`config.mk`:
```
export PLATFORM = sky130hd
export DESIGN_NAME = mmr_queue
export DESIGN_NICKNAME = d
export VERILOG_FILES = /design/src/rtl/mmr_pkg.sv /design/src/rtl/mmr_queue.sv
export SDC_FILE = /design/constraint.sdc
export NUM_CORES = 1
export LEC_CHECK = 0
export BUFFER_PORTS_ARGS = -buffer_cell sky130_fd_sc_hd__buf_2
export CAP_MARGIN = 10
export CORE_MARGIN = 2
export CORE_UTILIZATION = 55
export DETAILED_ROUTE_END_ITERATION = 8
export PLACE_DENSITY = 0.86
export SYNTH_ARGS = -nofsm -noshare
export SYNTH_HDL_FRONTEND = slang
export SYNTH_SLANG_ARGS = --single-unit
export TNS_END_PERCENT = 5
```
`constraint.sdc`:
```
create_clock -name clk_i -period 5 [get_ports clk_i]
set_input_delay 1 -clock clk_i [delete_from_list [all_inputs] [get_ports clk_i]]
set_output_delay 1 -clock clk_i [all_outputs]
set_load 0.05 [all_outputs]
```
`src/rtl/mmr_pkg.sv`:
```
// Shared types and constants for the row-wise integer matrix multiply unit.
// No dependencies; used by mmr_front, mmr_queue, mmr_back and the top level.
`default_nettype none

package mmr_pkg;

  localparam int ELEM_W     = 32;
  localparam int ROW_W      = 8;
  localparam int IDX_W      = 4;
  localparam int COL_W      = 2;
  localparam int CFG_IDX_W  = 1;
  localparam int CFG_DATA_W = 5;
  localparam int LEN_REG_W  = 5;
  localparam int COLS_REG_W = 3;

  localparam logic [LEN_REG_W-1:0]  LEN_RESET  = 5'd16;
  localparam logic [COLS_REG_W-1:0] COLS_RESET = 3'd4;

  localparam int QUEUE_DEPTH = 4;
  localparam int QPTR_W      = 2;
  localparam int QCNT_W      = 3;

  typedef enum logic {
    OP_LOAD_B   = 1'b0,
    OP_STREAM_A = 1'b1
  } opcode_e;

  typedef enum logic [CFG_IDX_W-1:0] {
    CFG_INNER_LENGTH   = 1'b0,
    CFG_OUTPUT_COLUMNS = 1'b1
  } cfg_idx_e;

  typedef enum logic [1:0] {
    KIND_LOAD   = 2'd0,
    KIND_ACCUM  = 2'd1,
    KIND_FINISH = 2'd2
  } kind_e;

  typedef struct packed {
    kind_e              kind;
    logic [ROW_W-1:0]   row;
    logic [IDX_W-1:0]   idx;
    logic [COL_W-1:0]   col;
    logic [ELEM_W-1:0]  elem;
  } cmd_t;

endpackage

`default_nettype wire

```
`src/rtl/mmr_queue.sv`:
```
// Short command queue between the front end and the compute back end.
// Depends on mmr_pkg for the command type and depth constants.
`default_nettype none

module mmr_queue #(
  parameter int NCOLS_W = 3
) (
  input  wire                  clk_i,
  input  wire                  rst_ni,
  input  wire                  push_i,
  input  wire mmr_pkg::cmd_t   cmd_i,
  input  wire [NCOLS_W-1:0]    ncols_i,
  input  wire                  pop_i,
  output logic                 valid_o,
  output logic                 full_o,
  output mmr_pkg::cmd_t        cmd_o,
  output logic [NCOLS_W-1:0]   ncols_o
);

  mmr_pkg::cmd_t                 cmd_q   [mmr_pkg::QUEUE_DEPTH];
  logic [NCOLS_W-1:0]            ncols_q [mmr_pkg::QUEUE_DEPTH];
  logic [mmr_pkg::QPTR_W-1:0]    wr_ptr_q, rd_ptr_q;
  logic [mmr_pkg::QCNT_W-1:0]    count_q, count_d;

  assign valid_o = count_q != '0;
  assign full_o  = count_q == mmr_pkg::QCNT_W'(mmr_pkg::QUEUE_DEPTH);
  assign cmd_o   = cmd_q[rd_ptr_q];
  assign ncols_o = ncols_q[rd_ptr_q];

  always_comb begin
    count_d = count_q;
    if (push_i && !(pop_i && valid_o)) begin
      count_d = count_q + mmr_pkg::QCNT_W'(1);
    end else if (!push_i && pop_i && valid_o) begin
      count_d = count_q - mmr_pkg::QCNT_W'(1);
    end
  end

  always_ff @(posedge clk_i or negedge rst_ni) begin
    if (!rst_ni) begin
      wr_ptr_q <= '0;
      rd_ptr_q <= '0;
      count_q  <= '0;
    end else begin
      count_q <= count_d;
      if (push_i) begin
        wr_ptr_q <= wr_ptr_q + mmr_pkg::QPTR_W'(1);
      end
      if (pop_i && valid_o) begin
        rd_ptr_q <= rd_ptr_q + mmr_pkg::QPTR_W'(1);
      end
    end
  end

  always_ff @(posedge clk_i) begin
    if (push_i) begin
      cmd_q[wr_ptr_q]   <= cmd_i;
      ncols_q[wr_ptr_q] <= ncols_i;
    end
  end

endmodule

`default_nettype wire

```
==> results of run 1 <==
[logic make-up (layout without fill, tap and decap cells)]
| group | after synthesis | after routing |
|---|---|---|
| adders and majority gates | 5 | 5 |
| muxes | 53 | 53 |
| buffers and inverters | 18 | 151 |
| DFF | 211 | 211 |
| AOI/OAI and AO/OA | 9 | 9 |
| xor gates and xnor gates | 4 | 4 |
| and+or+nand+nor | 18 | 18 |
[state kept, by name, indices dropped and copies added, names as in the netlist]
signal,flops
rd_ptr_q,2
cmd_q,192
count_q,3
wr_ptr_q,2
ncols_q,12
[power by group through the flow]
stage | Clock (mW) | Combinational (mW) | Sequential [mW]
detailed placement | 0 | 2.21 | 2.66
floorplan | 0 | 2.02 | 2.42
global route | 1.51 | 2.29 | 2.67
CTS | 1.44 | 2.21 | 2.63
global placement | 0 | 2.17 | 2.63
finish | 1.41 | 2.18 | 2.61
[final cells by class]
class	count	area [um^2]
clock inverter	14	90.1
clock buffer	23	533
inverter	2	7.51
tap	180	225
sequential	211	6310
timing repair buffer	112	573
multi-input combinational	89	1450
fill	923	4810
[worst paths after layout]
path                       cells after the start  slack [ns]               startpoint                      end
max                                            2        1.49  rd_ptr_q[0]$_DFFE_PN0P_               ncols_o[2]
max reg2reg                                    4        2.88  wr_ptr_q[0]$_DFFE_PN0P_   cmd_q[0][39]$_DFFE_PP_
min reg2reg                                    1        0.54  wr_ptr_q[0]$_DFFE_PN0P_  wr_ptr_q[0]$_DFFE_PN0P_
min                                            1        0.35                   rst_ni   count_q[0]$_DFFE_PN0P_
max in group asynchronous                      1        4.47                   rst_ni  rd_ptr_q[0]$_DFFE_PN0P_
min in group clk_i                             1        0.54  wr_ptr_q[0]$_DFFE_PN0P_  wr_ptr_q[0]$_DFFE_PN0P_
[routing by layer]
metal,global-route usage,part of all wire
met3,0.0389,0.058
met4,0.0442,0.016
met1,0.239,0.42
met5,0,0
met2,0.311,0.51
[layout by cell type (no fill, tap or decap), drive strengths merged]
| master | n |
|---|---|
| a211oi | 1 |
| a21oi | 1 |
| a32oi | 1 |
| and2 | 4 |
| buf | 112 |
| bufinv | 1 |
| clkbuf | 23 |
| clkinv | 13 |
| dfrtp | 7 |
| edfxtp | 204 |
| fa | 1 |
| ha | 4 |
| inv | 2 |
| mux2i | 2 |
| mux4 | 51 |
| nand2 | 4 |
| nand2b | 2 |
| nand3 | 1 |
| nand4b | 1 |
| nor2 | 3 |
| nor3 | 1 |
| nor3b | 1 |
| o211a | 1 |
| o21a | 1 |
| o21ai | 3 |
| o22ai | 1 |
| or3 | 1 |
| xnor2 | 2 |
| xor2 | 2 |
==> flow_summary.json, run 1 <==
{
  "crit_required_ns": 4.00,
  "pin_count": 108,
  "cts.clk_slew.worst_paths_ns": 0.06,
  "place_area_um2": 8560,
  "fp.dieH_um": 124,
  "port_buffers": 107,
  "num_rows": 43,
  "post_cts_resized": 0,
  "rsz0062_at_grt": "no",
  "power_mw": 6.20,
  "postLayoutCoreUtil": 0.656,
  "total_leakage_power_nw": 3.18,
  "instances_no_fill": 631,
  "synthCells": 318,
  "yosys-top-cells-count": "edfxtp_1 (204), mux4_2 (48), buf_2 (8), dfrtp_1 (7), buf_12 (5)",
  "drc": 0,
  "crit_fanout": 53,
  "ir_drop_uv": 311,
  "place_congestion": 0.695,
  "clock_latency_ns": 0.47,
  "antenna_found_initial": 0,
  "diodes": 0,
  "hold_buffers": 0,
  "postRouteAntennaNets": 0,
  "synthTopCellsByArea": "edfxtp_1 (77%), mux4_2 (14%), dfrtp_1 (2.2%)",
  "intPower_mw": 3.84,
  "fin_area_um2": 9180,
  "critPathArrivalTime_ns": 2.51,
  "synth.ff_latch_count": 211,
  "async_reset_ff_frac": 0.0332,
  "track_usage": 0.181,
  "path_buf_inv": 1,
  "avgSynthCellArea_um2": 24.9,
  "synth-simple-area-share": 0.0122,
  "grt_max_degree": 54,
  "slew_headroom": 0.292,
  "layout_setup_ws_ns": 1.49,
  "post-route-period-util": 0.703,
  "vias": 3571,
  "status": "finished clean",
  "synth_cell_types": 30,
  "power.density_nw_per_um2": 676,
  "muxShareOfSynthArea": 0.149,
  "clockPowerShare": 0.228,
  "netlist_area_um2": 7910,
  "layout-drive-gt1-share": 0.430,
  "gr-total-overflow": 0,
  "synth_edf_count": 204,
  "sequentialPowerShare": 0.420,
  "synthAdderAreaFrac": 0.00886,
  "start_kind": "flop",
  "dp_hpwl_um": 8150,
  "numCtsBuffers": 21,
  "path_cells": "mux4_1 > buf_2",
  "syn-num-nets": 378,
  "root_buffer": "clkbuf_16",
  "grt_pass1_wl_um": 20500,
  "slew_viol_final": 0,
  "slowest_stage": "dfrtp_4",
  "clock_skew_ns": 0.00487,
  "slowest_delay_ns": 1.11,
  "die_x_um": 124,
  "clk_path_buf_depth": 3,
  "synth_compound_gate_area_share": 0.00759,
  "place_inst": 594,
  "postCtsSetupBuffers": 0,
  "synth_top_area_share": 0.775,
  "fmax_mhz": 285,
  "p_comb_frac": 0.352,
  "swShare": 0.382,
  "cts_num_sinks": 211,
  "worstMarginPinSlew_ns": 1.06,
  "viasPerCell": 5.66,
  "min_path_type": "in2async",
  "synth_top_family_by_area": "multiplexers",
  "crit_family": "flip-flops",
  "worstSetupEndpointType": "output pin",
  "setup_violations": 0,
  "seq_area_frac_synth": 0.797,
  "synthXorXnorAreaFrac": 0.00443,
  "area_delta_synth_final_pct": 16.1,
  "drt-initial-drc-count": 215,
  "switching_power_mw": 2.37,
  "drv_cap": 0,
  "cts_max_level": 1,
  "synth.most_common_cell": "edfxtp_1",
  "grt_pass1_vias": 3882,
  "whs_ns": 0.350,
  "place_ws_ns": 1.90,
  "cts_tree": "built",
  "synth_top_area_cell": "edfxtp_1",
  "routedWlPerCell_um": 21.3,
  "ys_warn_count": 0,
  "worstSetupPathType": "reg2out",
  "core_um2": 14000,
  "initial_core_util": 0.565,
  "period_minus_slack_ns": 3.51,
  "dr.pass1.iters": 4,
  "hold_viol": 0,
  "totalWireLength_um": 13500,
  "tns_ns": 0,
  "die-area_um2": 15400,
  "final_nets": 497,
  "ys.flop_type": "edfxtp_1"
}
Note: power is estimated with default switching activity, not from simulation.
==> run 2: changes to the inputs <==
--- a/config.mk
+++ b/config.mk
@@ -5,6 +5,7 @@
 export SDC_FILE = /design/constraint.sdc
 export NUM_CORES = 1
 export LEC_CHECK = 0
+export ABC_AREA = 1
 export BUFFER_PORTS_ARGS = -buffer_cell sky130_fd_sc_hd__buf_2
 export CAP_MARGIN = 10
 export CORE_MARGIN = 2
==> constraint.sdc (replaced) <==
create_clock -name clk_i -period 3.49 [get_ports clk_i]
set_input_delay 0.698 -clock clk_i [delete_from_list [all_inputs] [get_ports clk_i]]
set_output_delay 0.698 -clock clk_i [all_outputs]
set_load 0.05 [all_outputs]
==> run 2 against run 1 <==
Effect of this change:
- clock-buffer cell count is 4 higher
- critical path depth is 2 higher
- clock skew is 0.0049 ns higher
- die area is 1.2% higher
- critical endpoint is now cmd_o[26]
- highest routed layer unchanged
==> flow_summary.json, run 2 <==
{
  "netlist_area_um2": 8010,
  "crit_end": "cmd_o[26]",
  "numCtsBuffers": 22,
  "slew_headroom": 0.345,
  "critPathLaunch": "rd_ptr_q[0]$_DFFE_PN0P_",
  "clk_path_buf_depth": 3,
  "ys_warn_count": 0,
  "ys.flop_type": "edfxtp_1",
  "drc": 0,
  "diodes": 0,
  "place_ws_ns": 0.830,
  "cts.clk_slew.worst_paths_ns": 0.06,
  "top_register": "cmd_q",
  "synth_cell_types": 24,
  "grt_pass1_wl_um": 24900,
  "cts_num_sinks": 211,
  "place_congestion": 0.754,
  "r2r_slack_ns": 1.51,
  "routed-wl-met3_um": 1030,
  "layout_setup_ws_ns": 0.249,
  "synth_top_area_share": 0.765,
  "met1_length_um": 6320,
  "synth_top_area_cell": "edfxtp_1",
  "fmax_mhz": 309,
  "synth.most_common_cell": "edfxtp_1",
  "clock_skew_ns": 0.00975,
  "async_reset_ff_frac": 0.0332,
  "tns_ns": 0,
  "start_kind": "flop",
  "path_cells": "buf_4 > o21ai_0 > o22ai_1 > buf_2",
  "grt_max_degree": 104,
  "min_path_type": "in2async",
  "layout-drive-gt1-share": 0.244,
  "final_common_cell": "edfxtp_1",
  "status": "finished clean",
  "r2r_end": "cmd_q[1][42]$_DFFE_PP_",
  "cts_tree": "built",
  "die_x_um": 125,
  "hold_viol": 0,
  "routedWlPerCell_um": 18.3,
  "dr.pass1.iters": 5,
  "slowest_stage": "buf_4",
  "largest_register_ffs": 192,
  "worstSetupPathType": "reg2out",
  "grt_pass1_vias": 4827,
  "critPathArrivalTime_ns": 2.54,
  "initial_core_util": 0.557,
  "area_delta_synth_final_pct": 16.7,
  "synthCells": 547,
  "avgSynthCellArea_um2": 14.6,
  "viasPerCell": 5.67,
  "pin_count": 108,
  "top_layer": "met4",
  "seq_area_frac_synth": 0.787,
  "layout_common_cells": "edfxtp_1 (204), buf_2 (107), nor2_1 (104), o21ai_0 (80), o22ai_1 (51)",
  "antenna_found_initial": 0,
  "vias": 4855,
  "synthTopCellsByArea": "edfxtp_1 (76%), o21ai_0 (5.0%), nor2_1 (4.9%)",
  "place_area_um2": 8650,
  "post-route-period-util": 0.929,
  "drv_cap": 0,
  "core_um2": 14400,
  "dp_hpwl_um": 8930,
  "postRouteAntennaNets": 0,
  "synth.ff_latch_count": 211,
  "port_buffers": 107,
  "worstMarginPinSlew_ns": 0.982,
  "crit_fanout": 103,
  "track_usage": 0.201,
  "root_buffer": "clkbuf_16",
  "fp.dieH_um": 125,
  "rsz0062_at_grt": "no",
  "yosys-top-cells-count": "edfxtp_1 (204), nor2_1 (104), o21ai_0 (80), o22ai_1 (51), o21ai_1 (22)",
  "met2_length_um": 8050,
  "worstSetupEndpointType": "output pin",
  "postCtsSetupBuffers": 0,
  "totalWireLength_um": 15700,
  "slowest_delay_ns": 0.74,
  "num_rows": 44,
  "clock_latency_ns": 0.49,
  "drt-initial-drc-count": 456,
  "die-area_um2": 15500,
  "slew_viol_final": 0,
  "syn-num-nets": 607,
  "setup_violations": 0,
  "hold_buffers": 0,
  "ff2ff_path_depth": 5,
  "fin_area_um2": 9350,
  "gr-total-overflow": 0,
  "r2r-start": "wr_ptr_q[1]$_DFFE_PN0P_",
  "final_nets": 716,
  "cts_max_level": 1,
  "reg_top3": "cmd_q: 192 flops, ncols_q: 12 flops, count_q: 3 flops",
  "post_cts_resized": 0,
  "synth_edf_count": 204,
  "crit_required_ns": 2.79,
  "period_minus_slack_ns": 3.24
}
## run 2: changes by cell type in the layout (fill, tap and decap cells not counted), sizes merged, moves of 2 or more
cell	before	now
clkinvlp	0	3
nor2	3	105
clkinv	13	11
o22ai	1	51
nand2b	2	0
buf	112	118
clkbuf	23	27
o21ai	3	103
nand2	4	20
xnor2	2	0
and2	4	0
mux4	51	0
mux2i	2	0
inv	2	11
## run 2: per-layer routing
metal | vias up | GRT usage
met4 | 0 | 0.0615
met2 | 178 | 0.347
li1 | 2268 | -
met3 | 25 | 0.0395
met1 | 2384 | 0.261
met5 | - | 0
## run 2: kinds of logic after synthesis
logic type | synth area share
flip-flops | 0.787
AO/OA/AOI/OAI | 0.105
AND/OR/NAND/NOR | 0.0614
buffers and inverters | 0.0358
adder cells (fa/ha/maj) | 0.00875
XOR/XNOR | 0.00219
## run 2: worst max-delay path, delay by kind of cell, from the launching register on
family                 cells  cell delay [ns]
AOI/OAI and AO/OA          2             0.52
buffers and inverters      2             1.06
DFF                        1             0.41
## run 2: stage by stage
| stage | util | instances | hold WS, ns |
|---|---|---|---|
| 2_1_floorplan | - | 547 | 0.402 |
| 3_3_place_gp | 0.602 | 816 | 0.452 |
| 4_1_cts | 0.651 | 856 | 0.0248 |
| 6_report | 0.651 | 856 | 0.0374 |
| 5_1_grt | 0.651 | 856 | 0.0267 |
| 3_5_place_dp | 0.602 | 816 | 0.481 |
## run 2: layout make-up
class,instances,area [um^2]
clock buffer,27,591
clock inverter,13,105
fill,1017,5020
inverter,13,51.3
multi-input combinational,290,1420
sequential,211,6310
tap,184,230
timing repair buffer,118,643
## run 2: how the worst min path moves through the flow
stage | endpoint | slack, ns | cells after the start
global placement | count_q[2]$_DFFE_PN0P_ | 0.45 | 2
CTS | wr_ptr_q[1]$_DFFE_PN0P_ | 0.02 | 1
detailed placement | count_q[2]$_DFFE_PN0P_ | 0.48 | 2
global route | wr_ptr_q[1]$_DFFE_PN0P_ | 0.03 | 1
floorplan | count_q[0]$_DFFE_PN0P_ | 0.40 | 0
finish | wr_ptr_q[1]$_DFFE_PN0P_ | 0.04 | 1
Power of run 2 is not shown: default switching activity piles up to over one toggle a cycle in this logic, so the estimate is an artifact.
==> run 3: changes to the inputs <==
--- a/config.mk
+++ b/config.mk
@@ -8,7 +8,7 @@
 export ABC_AREA = 1
 export BUFFER_PORTS_ARGS = -buffer_cell sky130_fd_sc_hd__buf_2
 export CAP_MARGIN = 10
-export CORE_MARGIN = 2
+export CORE_MARGIN = 5
 export CORE_UTILIZATION = 55
 export DETAILED_ROUTE_END_ITERATION = 8
 export PLACE_DENSITY = 0.86
==> constraint.sdc (replaced) <==
create_clock -name clk_i -period 3.49 [get_ports clk_i]
set_input_delay 0.349 -clock clk_i [delete_from_list [all_inputs] [get_ports clk_i]]
set_output_delay 0.349 -clock clk_i [all_outputs]
set_load 0.05 [all_outputs]
==> run 3 against run 2 <==
Effect of this change:
- cell count down 0.23%
- global-route usage down 0.65 points
- via count up 1.3%
- critical path depth up 1
- setup slack better by 0.063 ns
- die area up 9.9%
- sequential share of layout area up 0.11 points
- core utilization down 0.35 points
- fmax up 2.0%
==> flow_summary.json, run 3 (same netlist as run 2, synthesis figures left out) <==
{
  "slew_headroom": 0.457,
  "hold_viol": 0,
  "worstSetupEndpointType": "output pin",
  "drc": 0,
  "vias": 4920,
  "numCtsBuffers": 22,
  "postCtsSetupBuffers": 0,
  "grt_max_degree": 84,
  "setup_violations": 0,
  "viasPerCell": 5.76,
  "root_buffer": "clkbuf_16",
  "port_buffers": 107,
  "totalWireLength_um": 16600,
  "top_register": "cmd_q",
  "r2r_slack_ns": 1.39,
  "track_usage": 0.195,
  "slew_viol_final": 0,
  "die_x_um": 131,
  "tns_ns": 0,
  "num_rows": 44,
  "final_common_cell": "edfxtp_1",
  "clk_path_buf_depth": 3,
  "final_nets": 716,
  "crit_required_ns": 3.14,
  "rsz0062_at_grt": "no",
  "place_congestion": 0.744,
  "cts_num_sinks": 211,
  "hold_depth": 1,
  "gr-usage-met1": 0.251,
  "min_path_type": "in2reg",
  "ff2ff_path_depth": 4,
  "fp.dieH_um": 131,
  "dp_hpwl_um": 9670,
  "layout_common_cells": "edfxtp_1 (204), buf_2 (107), nor2_1 (104), o21ai_0 (80), o22ai_1 (51)",
  "pin_count": 108,
  "cts.clk_slew.worst_paths_ns": 0.06,
  "cts_tree": "built",
  "routedWlPerCell_um": 19.4,
  "crit_fanout": 83,
  "start_kind": "flop",
  "diodes": 0,
  "worstMarginPinSlew_ns": 0.813,
  "status": "finished clean",
  "core_um2": 14400,
  "initial_core_util": 0.555,
  "largest_register_ffs": 192,
  "dr.pass1.iters": 5,
  "post-route-period-util": 0.911,
  "postRouteAntennaNets": 0,
  "layout-drive-gt1-share": 0.236,
  "area_delta_synth_final_pct": 16.5,
  "busiest_layer": "met2",
  "die-area_um2": 17100,
  "clock_latency_ns": 0.49,
  "antenna_found_initial": 2,
  "reg_top3": "cmd_q: 192 flops, ncols_q: 12 flops, count_q: 3 flops",
  "grt_use_met3": 0.0484,
  "clock_skew_ns": 0.00686,
  "period_minus_slack_ns": 3.18,
  "grt_pass1_wl_um": 25900,
  "grt_pass1_vias": 5078,
  "worstSetupPathType": "reg2out",
  "hold_buffers": 1,
  "grtUsageMet2": 0.330,
  "fmax_mhz": 315,
  "drt-initial-drc-count": 447,
  "drv_cap": 0,
  "cts_max_level": 1,
  "critPathArrivalTime_ns": 2.83,
  "gr-total-overflow": 0,
  "post_cts_resized": 0
}
## run 3: cell count changes in the layout (fill, tap and decap cells not counted), sizes merged
cell,delta
clkinvlp,-2
buf,-1
bufinv,+1
clkbuf,-1
dlygate4sd3,+1
## run 3: metrics by stage
stage | hold WS, ns | area (um^2) | instances | util | setup slack [ns]
4_1_cts | 0.0528 | 9330 | 854 | 0.647 | 0.363
2_1_floorplan | 0.0534 | 8010 | 547 | - | 1.42
3_3_place_gp | 0.186 | 8630 | 815 | 0.599 | 1.04
5_1_grt | 0.0472 | 9330 | 854 | 0.647 | 0.202
6_report | 0.0703 | 9330 | 854 | 0.647 | 0.312
3_5_place_dp | 0.194 | 8630 | 815 | 0.599 | 0.890
## run 3: routing by layer
layer | vias to the layer above | share of wire | wire [um]
li1 | 2262 | - | -
met1 | 2424 | 0.40 | 6560
met2 | 192 | 0.50 | 8280
met3 | 38 | 0.081 | 1350
met4 | 4 | 0.020 | 331
met5 | - | 0.0021 | 34
## run 3: worst max-delay path, cell delays in order, from the launching register on
cell,delay (ns)
dfrtp_4,0.84
clkinv_2,0.44
buf_12,0.31
o21ai_0,0.28
o22ai_1,0.13
buf_2,0.23
## run 3: final timing paths
| path | endpoint | startpoint |
|---|---|---|
| setup / recovery | cmd_o[12] | rd_ptr_q[0]$_DFFE_PN0P_ |
| hold / removal | ncols_q[3][0]$_DFFE_PP_ | ncols_i[0] |
| setup reg to reg | rd_ptr_q[1]$_DFFE_PN0P_ | rd_ptr_q[0]$_DFFE_PN0P_ |
| hold reg to reg | count_q[2]$_DFFE_PN0P_ | count_q[2]$_DFFE_PN0P_ |
| max in group asynchronous | rd_ptr_q[0]$_DFFE_PN0P_ | rst_ni |
| min in group asynchronous | count_q[2]$_DFFE_PN0P_ | rst_ni |
## run 3: layout make-up
class                   count  area, um^2
flip-flops and latches    211        6310
fillers                  1023        5090
multi-input cells         290        1420
repair buffers            118         633
clock buffers              26         587
well taps                 184         230
clock inverters            12         104
inverters                  13        51.3
Power of run 3 is left out for the same reason.
