## src/rtl/mmr_pkg.sv

```systemverilog
// Shared types and constants for the row-wise integer matrix multiply unit.
// No dependencies; used by mmr_front, mmr_queue, mmr_back and the top level.
`default_nettype none

package mmr_pkg;

  localparam int ELEM_W     = 32;
  localparam int ROW_W      = 8;
  localparam int IDX_W      = 4;
  localparam int COL_W      = 2;
  localparam int CFG_IDX_W  = 1;
  localparam int CFG_DATA_W = 5;
  localparam int LEN_REG_W  = 5;
  localparam int COLS_REG_W = 3;

  localparam logic [LEN_REG_W-1:0]  LEN_RESET  = 5'd16;
  localparam logic [COLS_REG_W-1:0] COLS_RESET = 3'd4;

  localparam int QUEUE_DEPTH = 4;
  localparam int QPTR_W      = 2;
  localparam int QCNT_W      = 3;

  typedef enum logic {
    OP_LOAD_B   = 1'b0,
    OP_STREAM_A = 1'b1
  } opcode_e;

  typedef enum logic [CFG_IDX_W-1:0] {
    CFG_INNER_LENGTH   = 1'b0,
    CFG_OUTPUT_COLUMNS = 1'b1
  } cfg_idx_e;

  typedef enum logic [1:0] {
    KIND_LOAD   = 2'd0,
    KIND_ACCUM  = 2'd1,
    KIND_FINISH = 2'd2
  } kind_e;

  typedef struct packed {
    kind_e              kind;
    logic [ROW_W-1:0]   row;
    logic [IDX_W-1:0]   idx;
    logic [COL_W-1:0]   col;
    logic [ELEM_W-1:0]  elem;
  } cmd_t;

endpackage

`default_nettype wire

```

## src/rtl/mmr_front.sv

```systemverilog
// Front end: configuration registers, input acceptance and item classification.
// Depends on mmr_pkg; feeds mmr_queue.
`default_nettype none

module mmr_front #(
  parameter int INNER_MAX       = 16,
  parameter int OUT_COLUMNS_MAX = 4,
  parameter int NCOLS_W         = 3
) (
  input  wire                              clk_i,
  input  wire                              rst_ni,
  input  wire                              cfg_wr_en_i,
  input  wire [mmr_pkg::CFG_IDX_W-1:0]     cfg_idx_i,
  input  wire [mmr_pkg::CFG_DATA_W-1:0]    cfg_data_i,
  input  wire                              in_valid_i,
  input  wire                              in_stall_i,
  input  wire                              opcode_i,
  input  wire [mmr_pkg::ROW_W-1:0]         row_tag_i,
  input  wire [mmr_pkg::IDX_W-1:0]         inner_index_i,
  input  wire [mmr_pkg::COL_W-1:0]         b_column_i,
  input  wire [mmr_pkg::ELEM_W-1:0]        element_i,
  output logic                             push_o,
  output mmr_pkg::cmd_t                    cmd_o,
  output logic [NCOLS_W-1:0]               ncols_o
);

  localparam int LEN_W = $clog2(INNER_MAX + 1);

  logic [mmr_pkg::LEN_REG_W-1:0]  inner_len_q;
  logic [mmr_pkg::COLS_REG_W-1:0] out_cols_q;
  logic [LEN_W-1:0]               len_eff;
  logic                           keep;

  always_ff @(posedge clk_i or negedge rst_ni) begin
    if (!rst_ni) begin
      inner_len_q <= mmr_pkg::LEN_RESET;
      out_cols_q  <= mmr_pkg::COLS_RESET;
    end else if (cfg_wr_en_i) begin
      case (mmr_pkg::cfg_idx_e'(cfg_idx_i))
        mmr_pkg::CFG_INNER_LENGTH:   inner_len_q <= cfg_data_i[mmr_pkg::LEN_REG_W-1:0];
        mmr_pkg::CFG_OUTPUT_COLUMNS: out_cols_q  <= cfg_data_i[mmr_pkg::COLS_REG_W-1:0];
        default: ;
      endcase
    end
  end

  // Saturate both registers to their legal ranges.
  always_comb begin
    if (inner_len_q == '0) begin
      len_eff = LEN_W'(1);
    end else if (32'(inner_len_q) > 32'(INNER_MAX)) begin
      len_eff = LEN_W'(INNER_MAX);
    end else begin
      len_eff = LEN_W'(inner_len_q);
    end
    if (out_cols_q == '0) begin
      ncols_o = NCOLS_W'(1);
    end else if (32'(out_cols_q) > 32'(OUT_COLUMNS_MAX)) begin
      ncols_o = NCOLS_W'(OUT_COLUMNS_MAX);
    end else begin
      ncols_o = NCOLS_W'(out_cols_q);
    end
  end

  // Classify: drop out-of-range loads and elements beyond the row.
  always_comb begin
    cmd_o.row  = row_tag_i;
    cmd_o.idx  = inner_index_i;
    cmd_o.col  = b_column_i;
    cmd_o.elem = element_i;
    cmd_o.kind = mmr_pkg::KIND_LOAD;
    keep       = 1'b0;
    case (mmr_pkg::opcode_e'(opcode_i))
      mmr_pkg::OP_LOAD_B: begin
        keep = (32'(inner_index_i) < 32'(INNER_MAX)) &&
               (32'(b_column_i) < 32'(OUT_COLUMNS_MAX));
      end
      mmr_pkg::OP_STREAM_A: begin
        keep = 32'(inner_index_i) < 32'(len_eff);
        cmd_o.kind = (32'(inner_index_i) == 32'(len_eff) - 32'd1) ?
                     mmr_pkg::KIND_FINISH : mmr_pkg::KIND_ACCUM;
      end
      default: ;
    endcase
  end

  assign push_o = in_valid_i && !in_stall_i && keep;

endmodule

`default_nettype wire

```

## config.mk

```make
export PLATFORM = sky130hd
export DESIGN_NAME = mmr_front
export DESIGN_NICKNAME = d
export VERILOG_FILES = /design/src/rtl/mmr_pkg.sv /design/src/rtl/mmr_front.sv
export SDC_FILE = /design/constraint.sdc
export NUM_CORES = 1
export LEC_CHECK = 0
export ABC_AREA = 1
export BUFFER_PORTS_ARGS = -buffer_cell sky130_fd_sc_hd__clkbuf_2
export CORE_MARGIN = 4
export CORE_UTILIZATION = 37
export DETAILED_ROUTE_END_ITERATION = 8
export GPL_ROUTABILITY_DRIVEN = 0
export GPL_TIMING_DRIVEN = 0
export PLACE_DENSITY = 0.94
export SYNTH_ARGS = -nofsm -noshare
export SYNTH_HDL_FRONTEND = slang
export SYNTH_SLANG_ARGS = --single-unit
```

## constraint.sdc

```tcl
create_clock -name clk_i -period 4.9 [get_ports clk_i]
set_input_delay 0.49 -clock clk_i [delete_from_list [all_inputs] [get_ports clk_i]]
set_output_delay 0.49 -clock clk_i [all_outputs]
set_load 0.01 [all_outputs]
```

==> flow_summary.toml, run 1 <==
[logic_synthesis]
ys_types = 19
muxShareOfSynthArea = 0.0112
synth_seq_area_share = 0.202
avgSynthCellArea_um2 = 7.03
ys.warnings.count = 0
ys_ff_latch = 8
synth_compound_area_frac = 0.0685
synthCells = 143
synthXorXnorAreaFrac = 0
netlist_area_mm2 = 0.00100
synth-simple-area-share = 0.227
synthAdderAreaFrac = 0.0623
synth_top_family_by_area = "buffers and inverters"
synth.net_count = 206

[finish]
n_fill_cell = 258
final_common_cell = "clkbuf_2"
final_cell_mix = "clkbuf_2, buf_4, nand2_1"
fin_nets = 278
insertedDiodeCount = 0
area_growth_pct = 39.7
drive_above_1_share = 0.631

[clocking]
clk_pin_slew_ns = 0.06
cts_buffers = 3
cts_tree = "built"
hold_buffers = 0
clock_latency_ns = 0.26
post-cts-setup-buffers = 0
root_buffer = "clkbuf_4"
ctsLongestPathBuffers = 2
htreeDepth = 1
clock_sinks = 8
cts-resized-gates = 0

[floorplan]
die_x_um = 60.1
coreArea_mm2 = 0.00252
pin_count = 110
dieArea_mm2 = 0.00361
placementRows = 18
die_h_um = 60.1
start_util = 0.398

[timing]
drv_slew = 0
min_period_ns = 2.58
finalHoldWorstSlack_ns = 0.0597
max-slew-margin-rel = 0.829
finalHoldViolations = 0
tns_ns = 0
fin_crit_sh = 0.527
rsz0062_at_grt = "no"
fin_skew_ns = 0
setup_slack_ns = 2.32
tightest_slew_ns = 0.255
fmax_ghz = 0.387
setup_violations = 0

[drt]
drt_wl_total_um = 2220
drtAntennaViolNets = 0
vias_per_cell = 4.09
wl_per_cell_um = 9.10
first_iter_violations = 12
drcViolationCount = 0
num_vias = 998
dr.pass1.iters = 4

[critical_path]
critPathBufInv = 1
critPathKind = "reg2out"
critPathLaunchType = "flop"
crit_top_cell = "nand2_1"
max_stage_delay_ns = 0.43
critPathLaunch = "inner_len_q[2]$_DFFE_PN0P_"
cp.required_ns = 4.41
r2r_start = "inner_len_q[4]$_DFFE_PN1P_"
crit_arrival_ns = 2.09
crit_slowest_cell = "dfrtp_1"
crit_family = "simple AND/OR/NAND/NOR gates"
cp_max_fo = 4
path_cells = "nor2_2 > nand2_1 > nand2_1 > nand2_2 > ha_1 > nand2_1 > nand2_1 > nor2_1 > nand2_1 > nor2_2 > nand3_2 > nor3_2 > clkbuf_2"
endpoint_kind = "output pin"

[place]
dp_hpwl_um = 2080
pre_cts_slack_ns = 2.56
port_buffers = 67

[power_and_ir_drop]
p_leak_nw = 0.890
power_w = 0.000274
p_per_area_mw_per_mm2 = 195
ir_drop_uv = 176

[global_routing]
grt_overflow = 0
track_usage = 0.114
grt_pass1_wl_um = 3160
antenna_found_initial = 0
first_global_vias = 859
grt_max_degree = 11

[run_status]
status = "complete, no violations"

[run]
maxCapViolations = 0

[worst_hold_path]
hold_path.class = "in2async"
==> through the flow <==
stage / utilization / std cells / instance area [um^2]
after CTS: 0.557 / 244 / 1400
after detailed placement: 0.546 / 240 / 1380
final: 0.557 / 244 / 1400
after global routing: 0.557 / 244 / 1400
after floorplan: - / 143 / 1000
after global placement: 0.546 / 240 / 1380
==> kinds of logic after synthesis <==
logic type / count (synthesis)
fa+ha+maj: 5
simple gates: 47
flops: 8
mux: 1
buf+inv: 69
compound gates: 13
==> layer usage <==
layer,global-route usage,share of wire
met1,0.113,0.31
met2,0.211,0.57
met3,0.0389,0.11
met4,0.0475,0.013
met5,0,0
==> registers in the layout (all words and copies together), names as in the netlist <==
signal / count
inner_len_q: 5
out_cols_q: 3
==> worst paths after layout <==
path	to	depth (start not counted)	slack, ns
worst max-delay path	cmd_o[47]	13	2.32
worst min-delay path	inner_len_q[1]$_DFFE_PN0P_	1	0.06
worst max register to register	inner_len_q[4]$_DFFE_PN1P_	2	4.01
worst min register to register	out_cols_q[0]$_DFFE_PN0P_	2	0.51
max in group asynchronous	inner_len_q[4]$_DFFE_PN1P_	1	4.59
min in group clk_i	out_cols_q[2]$_DFFE_PN1P_	3	0.46
==> synthesized netlist by cell type <==
master    number  area, um^2
nor3_2         1        10.0
buf_4         46         345
o21ai_0        8        40.0
mux2_2         1        11.3
o21ai_2        1        8.76
nand3_2        2        20.0
nand3_1        4        20.0
dfstp_2        2        52.6
nor2_1         9        33.8
a21oi_1        4        20.0
inv_1         19        71.3
ha_1           5        62.6
nand2_4        1        11.3
nand2_2        3        18.8
clkbuf_1       1        3.75
dfrtp_1        6         150
inv_2          3        11.3
nor2_2         5        31.3
nand2_1       22        82.6
==> report_power, final <==
part	internal, W	leakage [nW]	switching, W
sequential	0.0000763	0.0946	0.00000932
combinational	0.0000675	0.780	0.0000670
clock	0.0000312	0.0150	0.0000230
total	0.000175	0.890	0.0000993
==> worst register-to-register path, stage by stage (launching register included) <==
cell	delay [ns]
dfstp_2	0.55
inv_2	0.10
a21oi_1	0.16
==> cell type report <==
class / instances / area, um^2 / area share
flip-flops and latches: 8 / 203 / 0.144
repair buffers: 67 / 335 / 0.239
clock buffers: 4 / 26.3 / 0.0187
well taps: 30 / 37.5 / 0.0267
multi-input cells: 66 / 370 / 0.264
plain buffers: 47 / 349 / 0.249
inverters: 22 / 82.6 / 0.0588
Power figures use the tool's default switching activity.
==> run 2, diff against run 1 <==
--- a/config.mk
+++ b/config.mk
@@ -5,14 +5,14 @@
 export SDC_FILE = /design/constraint.sdc
 export NUM_CORES = 1
 export LEC_CHECK = 0
-export ABC_AREA = 1
+export ABC_AREA = 0
 export BUFFER_PORTS_ARGS = -buffer_cell sky130_fd_sc_hd__clkbuf_2
 export CORE_MARGIN = 4
-export CORE_UTILIZATION = 37
+export CORE_UTILIZATION = 33
 export DETAILED_ROUTE_END_ITERATION = 8
 export GPL_ROUTABILITY_DRIVEN = 0
 export GPL_TIMING_DRIVEN = 0
-export PLACE_DENSITY = 0.94
+export PLACE_DENSITY = 0.89
 export SYNTH_ARGS = -nofsm -noshare
 export SYNTH_HDL_FRONTEND = slang
 export SYNTH_SLANG_ARGS = --single-unit
==> constraint.sdc (replaced) <==
create_clock -name clk_i -period 2.5 [get_ports clk_i]
set_input_delay 0.25 -clock clk_i [delete_from_list [all_inputs] [get_ports clk_i]]
set_output_delay 0.25 -clock clk_i [all_outputs]
set_load 0.01 [all_outputs]
==> run 2 against run 1 <==
Compared with the run above: setup slack worse by 2.2 ns; sequential share of layout area grew 0.29 points; clock-buffer cell count unchanged; power increased by 110%; first-iteration DRC count grew 8.3%; synthesized cell count decreased by 31%; clock skew is the same; non-clock buffer count up 4; routed wire length rose by 14%; final cell count fell by 16%; clock power up 96%; critical path type unchanged; largest cell class unchanged.
==> flow_summary.toml, run 2 <==
[finish]
drive_above_1_share = 0.799
n_fill_cell = 240
final_cell_count_no_fill = 204
insertedDiodeCount = 0
final_common_cell = "clkbuf_2"
final_cell_mix = "clkbuf_2, buf_4, mux2_2"
largest_register = "inner_len_q"
largest_register_ffs = 5
fin_nets = 238
area_growth_pct = 52.5
reg_top3 = "inner_len_q x5, out_cols_q x3"

[global_routing]
grt_overflow = 0
grt_pass1_wl_um = 3360
track_usage = 0.120
first_global_vias = 814
antenna_found_initial = 0
grt_max_degree = 10

[drt]
num_vias = 859
wl_per_cell_um = 12.4
vias_per_cell = 4.21
drt_wl_total_um = 2530
drtAntennaViolNets = 0
first_iter_violations = 13
dr.pass1.iters = 4
drcViolationCount = 0

[clocking]
ctsLongestPathBuffers = 2
htreeDepth = 1
clock_latency_ns = 0.25
cts_tree = "built"
clk_pin_slew_ns = 0.05
clock_sinks = 8
root_buffer = "clkbuf_4"
cts_buffers = 3

[logic_synthesis]
ys_top_cells_by_area = "buf_4, dfrtp_1, mux2_2"
synth.net_count = 162
ys.warnings.count = 0
synthCells = 99
avgSynthCellArea_um2 = 9.18
synth.largest_area_cell = "buf_4"
synth_most_common_cell = "buf_4"
synth_seq_area_share = 0.223
ys_ff_latch = 8
synth_common_cells = "buf_4, mux2_2, dfrtp_1, ha_1"
ys_types = 26
synth_ff_type = "dfrtp_1"
synthArstFlopShare = 1.00
synth_top_area_share = 0.380
synth_edf_count = 0
netlist_area_um2 = 908

[critical_path]
cp_max_fo = 2
cp.required_ns = 2.25
endpoint_kind = "output pin"
critPathKind = "reg2out"
crit_arrival_ns = 2.14
critPathLaunchType = "flop"
reg2reg_depth = 3

[power_and_ir_drop]
switchingPower_w = 0.000194
switching_share = 0.331
p_clk_frac = 0.180
p_per_area_mw_per_mm2 = 424
pwr-share-seq = 0.294
ir_drop_uv = 279
intPower_w = 0.000393
p_leak_nw = 0.794
p_comb_frac = 0.526

[timing]
max-slew-margin-rel = 0.713
fmax_ghz = 0.419
rsz0062_at_grt = "yes"
fin_crit_sh = 0.955
setup_violations = 0
finalHoldViolations = 0
fin_skew_ns = 0
min_period_ns = 2.39
tightest_slew_ns = 0.429
setup_slack_ns = 0.112
drv_slew = 0

[worst_hold_path]
whs_path_depth = 2
hold_path.class = "in2reg"

[floorplan]
start_util = 0.357
dieArea_mm2 = 0.00366
placementRows = 18
die_x_um = 60.5
coreArea_mm2 = 0.00254
pin_count = 110
die_h_um = 60.5

[place]
place_inst = 196
dp_hpwl_um = 2280
pre_cts_slack_ns = 0.204
port_buffers = 67

[run_status]
status = "complete, no violations"

[run]
maxCapViolations = 0
[run 2: routing by layer]
metal	vias up	track usage	share of wire
li1	424	-	-
met1	372	0.107	0.25
met2	59	0.250	0.57
met3	4	0.0277	0.18
met4	0	0.0495	0.011
met5	-	0	0
[run 2: kinds of logic (layout without fill, tap and decap cells)]
group,count (synthesis),after routing,synth area share
xor+xnor,4,4,0.0386
flops,8,8,0.223
simple gates,18,18,0.125
buf+inv,50,125,0.397
mux,9,9,0.112
fa+ha+maj,5,5,0.0689
compound gates,5,5,0.0358
[run 2: path summary, 6_finish.rpt]
path                                             from                          to  slack [ns]
max                        inner_len_q[3]$_DFFE_PN0P_                   cmd_o[47]        0.11
min                                     cfg_data_i[3]  inner_len_q[3]$_DFFE_PN0P_        0.23
max reg2reg                inner_len_q[3]$_DFFE_PN0P_  inner_len_q[3]$_DFFE_PN0P_        1.47
min reg2reg                 out_cols_q[0]$_DFFE_PN0P_   out_cols_q[0]$_DFFE_PN0P_        0.51
max in group asynchronous                      rst_ni  inner_len_q[4]$_DFFE_PN1P_        1.87
min in group asynchronous                      rst_ni   out_cols_q[0]$_DFFE_PN0P_        0.38
[run 2: timing repair]
item                       CTS  global route
resized for setup            1             9
pin swaps                    3             3
hold endpoints to repair     6             0
setup buffers                1             2
hold buffers                 1             0
setup endpoints to repair    2             2
[run 2: area by class of cell]
type                            instances  area [um^2]  share of cell area
Buffer                                 47          349               0.252
Multi-Input combinational cell         41          389               0.281
Tap cell                               30         37.5              0.0271
Timing Repair Buffer                   71          368               0.266
Inverter                                3         11.3             0.00813
Clock buffer                            4         26.3              0.0190
Sequential cell                         8          204               0.147
[run 2: per-stage QoR]
stage          hold WS, ns  cell area [um^2]  total power, W  utilization  setup TNS [ns]
6_report             0.233              1390        0.000588        0.544               0
5_1_grt              0.248              1390        0.000631        0.544         -0.0290
4_1_cts              0.224              1330        0.000557        0.522               0
3_5_place_dp         0.108              1280        0.000440        0.503               0
3_3_place_gp         0.103              1280        0.000431        0.503               0
2_1_floorplan      -0.0456               908        0.000353            -               0
[run 2: critical path, cell delays in order (launching register included)]
cell and delay (ns):
dfrtp_1 0.39, nor3_2 0.17, nor2_1 0.05, or2_4 0.24, ha_4 0.17, xor2_2 0.18, xnor2_2 0.15, nor4_4 0.22
and3_1 0.18, buf_2 0.13
[run 2: power groups by stage]
stage | clock network, W | logic (W) | registers [W]
floorplan | 0 | 0.000183 | 0.000170
global placement | 0 | 0.000256 | 0.000175
detailed placement | 0 | 0.000264 | 0.000176
CTS | 0.000112 | 0.000273 | 0.000172
global route | 0.000117 | 0.000339 | 0.000176
finish | 0.000106 | 0.000309 | 0.000173
==> run 3, diff against run 2 <==
==> constraint.sdc (replaced) <==
create_clock -name clk_i -period 2.3 [get_ports clk_i]
set_input_delay 0.23 -clock clk_i [delete_from_list [all_inputs] [get_ports clk_i]]
set_output_delay 0.23 -clock clk_i [all_outputs]
set_load 0.01 [all_outputs]
==> run 3 against run 2 <==
Compared with the run above: the flow now finishes with violations (negative setup slack); design area increased by 1.1%; die area unchanged; setup slack got worse by 0.15 ns; core utilization increased by 0.59 points; global-route usage increased by 0.13 points; final cell count increased by 0.49%; first-iteration DRC count unchanged; critical path type unchanged.
==> flow_summary.toml, run 3 (synthesized netlist as in run 2, its figures left out) <==
[finish]
final_cell_mix = "clkbuf_2, buf_4, mux2_2"
reg_top3 = "inner_len_q x5, out_cols_q x3"
n_fill_cell = 238
final_common_cell = "clkbuf_2"
largest_register_ffs = 5
final_area_mm2 = 0.00140
insertedDiodeCount = 0
drive_above_1_share = 0.806
fin_nets = 239
largest_register = "inner_len_q"
area_growth_pct = 54.1

[place]
port_buffers = 67
pre_cts_slack_ns = 0.0237
placed_cell_area_mm2 = 0.00128
dp_hpwl_um = 2280

[drt]
first_iter_violations = 13
drtAntennaViolNets = 0
dr.pass1.iters = 2
drcViolationCount = 0
num_vias = 860
vias_per_cell = 4.20
wl_per_cell_um = 12.4
drt_wl_total_um = 2540

[floorplan]
start_util = 0.357
placementRows = 18
pin_count = 110
die_h_um = 60.5
coreArea_mm2 = 0.00254
die_x_um = 60.5
dieArea_mm2 = 0.00366

[critical_path]
critPathLaunchType = "flop"
cp.required_ns = 2.07
critPathLaunch = "inner_len_q[3]$_DFFE_PN0P_"
r2r_end = "inner_len_q[3]$_DFFE_PN0P_"
reg2reg_depth = 3
endpoint_kind = "output pin"
critPathKind = "reg2out"
crit_arrival_ns = 2.10
rrSetupSlack_ns = 1.27
r2r_start = "inner_len_q[3]$_DFFE_PN0P_"
cp_max_fo = 2

[run_status]
status = "finished, violations left"
failed_checks = "negative setup slack"

[clocking]
cts_tree = "built"
htreeDepth = 1
clk_pin_slew_ns = 0.05
cts_buffers = 3
clock_latency_ns = 0.25
clock_sinks = 8
ctsLongestPathBuffers = 2
root_buffer = "clkbuf_4"

[worst_hold_path]
whs_path_depth = 2
hold_path.startpoint = "cfg_data_i[3]"
hold_path.class = "in2reg"
worstHoldEndpoint = "inner_len_q[3]$_DFFE_PN0P_"

[timing]
tns_ns = -0.0331
drv_slew = 0
setup_violations = 1
finalHoldViolations = 0
min_period_ns = 2.33
tightest_slew_ns = 0.441
finalHoldWorstSlack_ns = 0.213
setup_slack_ns = -0.0331
fmax_ghz = 0.429
fin_crit_sh = 1.01
rsz0062_at_grt = "yes"
max-slew-margin-rel = 0.705
fin_skew_ns = 0

[global_routing]
grt_overflow = 0
antenna_found_initial = 0
first_global_vias = 834
track_usage = 0.121
grt_max_degree = 10
grt_pass1_wl_um = 3420

[power_and_ir_drop]
p_per_area_mw_per_mm2 = 462
p_leak_nw = 0.804
power_w = 0.000647
ir_drop_uv = 314

[run]
maxCapViolations = 0
-- run 3: cell types whose count changed in the layout (fill, tap and decap cells not counted) --
cell,change
buf_2,+1
buf_4,+1
clkbuf_2,-1
nand2b_1,-1
nand2b_4,+1
-- run 3: report_power, final --
part | internal (W) | switching [W]
registers | 0.000167 | 0.0000205
clock network | 0.0000665 | 0.0000491
logic | 0.000200 | 0.000144
total | 0.000433 | 0.000214
-- run 3: per-stage QoR --
step,utilization,cells
after floorplan,-,99
after global placement,0.503,196
after detailed placement,0.503,196
after CTS,0.529,203
after global routing,0.550,205
final,0.550,205
-- run 3: layer usage --
layer	part of all wire	global-route usage	wire length, um
met1	0.25	0.107	627
met2	0.57	0.255	1440
met3	0.17	0.0277	443
met4	0.011	0.0495	28
met5	0	0	0
-- run 3: worst max-delay path by stage --
stage	end	slack [ns]	depth (start not counted)
after floorplan	cmd_o[47]	0.24	8
after global routing	cmd_o[47]	-0.15	8
final	cmd_o[47]	-0.03	8
after global placement	cmd_o[47]	0.06	9
after CTS	cmd_o[47]	-0.05	8
after detailed placement	cmd_o[47]	0.02	9
-- run 3: cell type report --
type                       instances  area, um^2  share of cell area
clock buffer                       4        26.3              0.0188
sequential                         8         204               0.146
timing repair buffer              72         375               0.268
inverter                           3        11.3             0.00804
multi-input combinational         41         397               0.283
tap                               30        37.5              0.0268
buffer                            47         349               0.249
-- run 3: critical path, cell delays in order (launching register included) --
cell and delay, ns:
dfrtp_1 0.39, nor3_2 0.17, nor2_1 0.06, or2_4 0.24, ha_4 0.17, mux2_2 0.29, nor4_4 0.22, and3_1 0.18
buf_2 0.13
-- run 3: timing repair --
item | CTS | global route
endpoints found under the hold margin | 6 | 0
resized for setup | 3 | 9
endpoints found under the setup margin | 2 | 3
hold buffers | 1 | 0
setup buffers | 2 | 2
pin swaps | 3 | 3
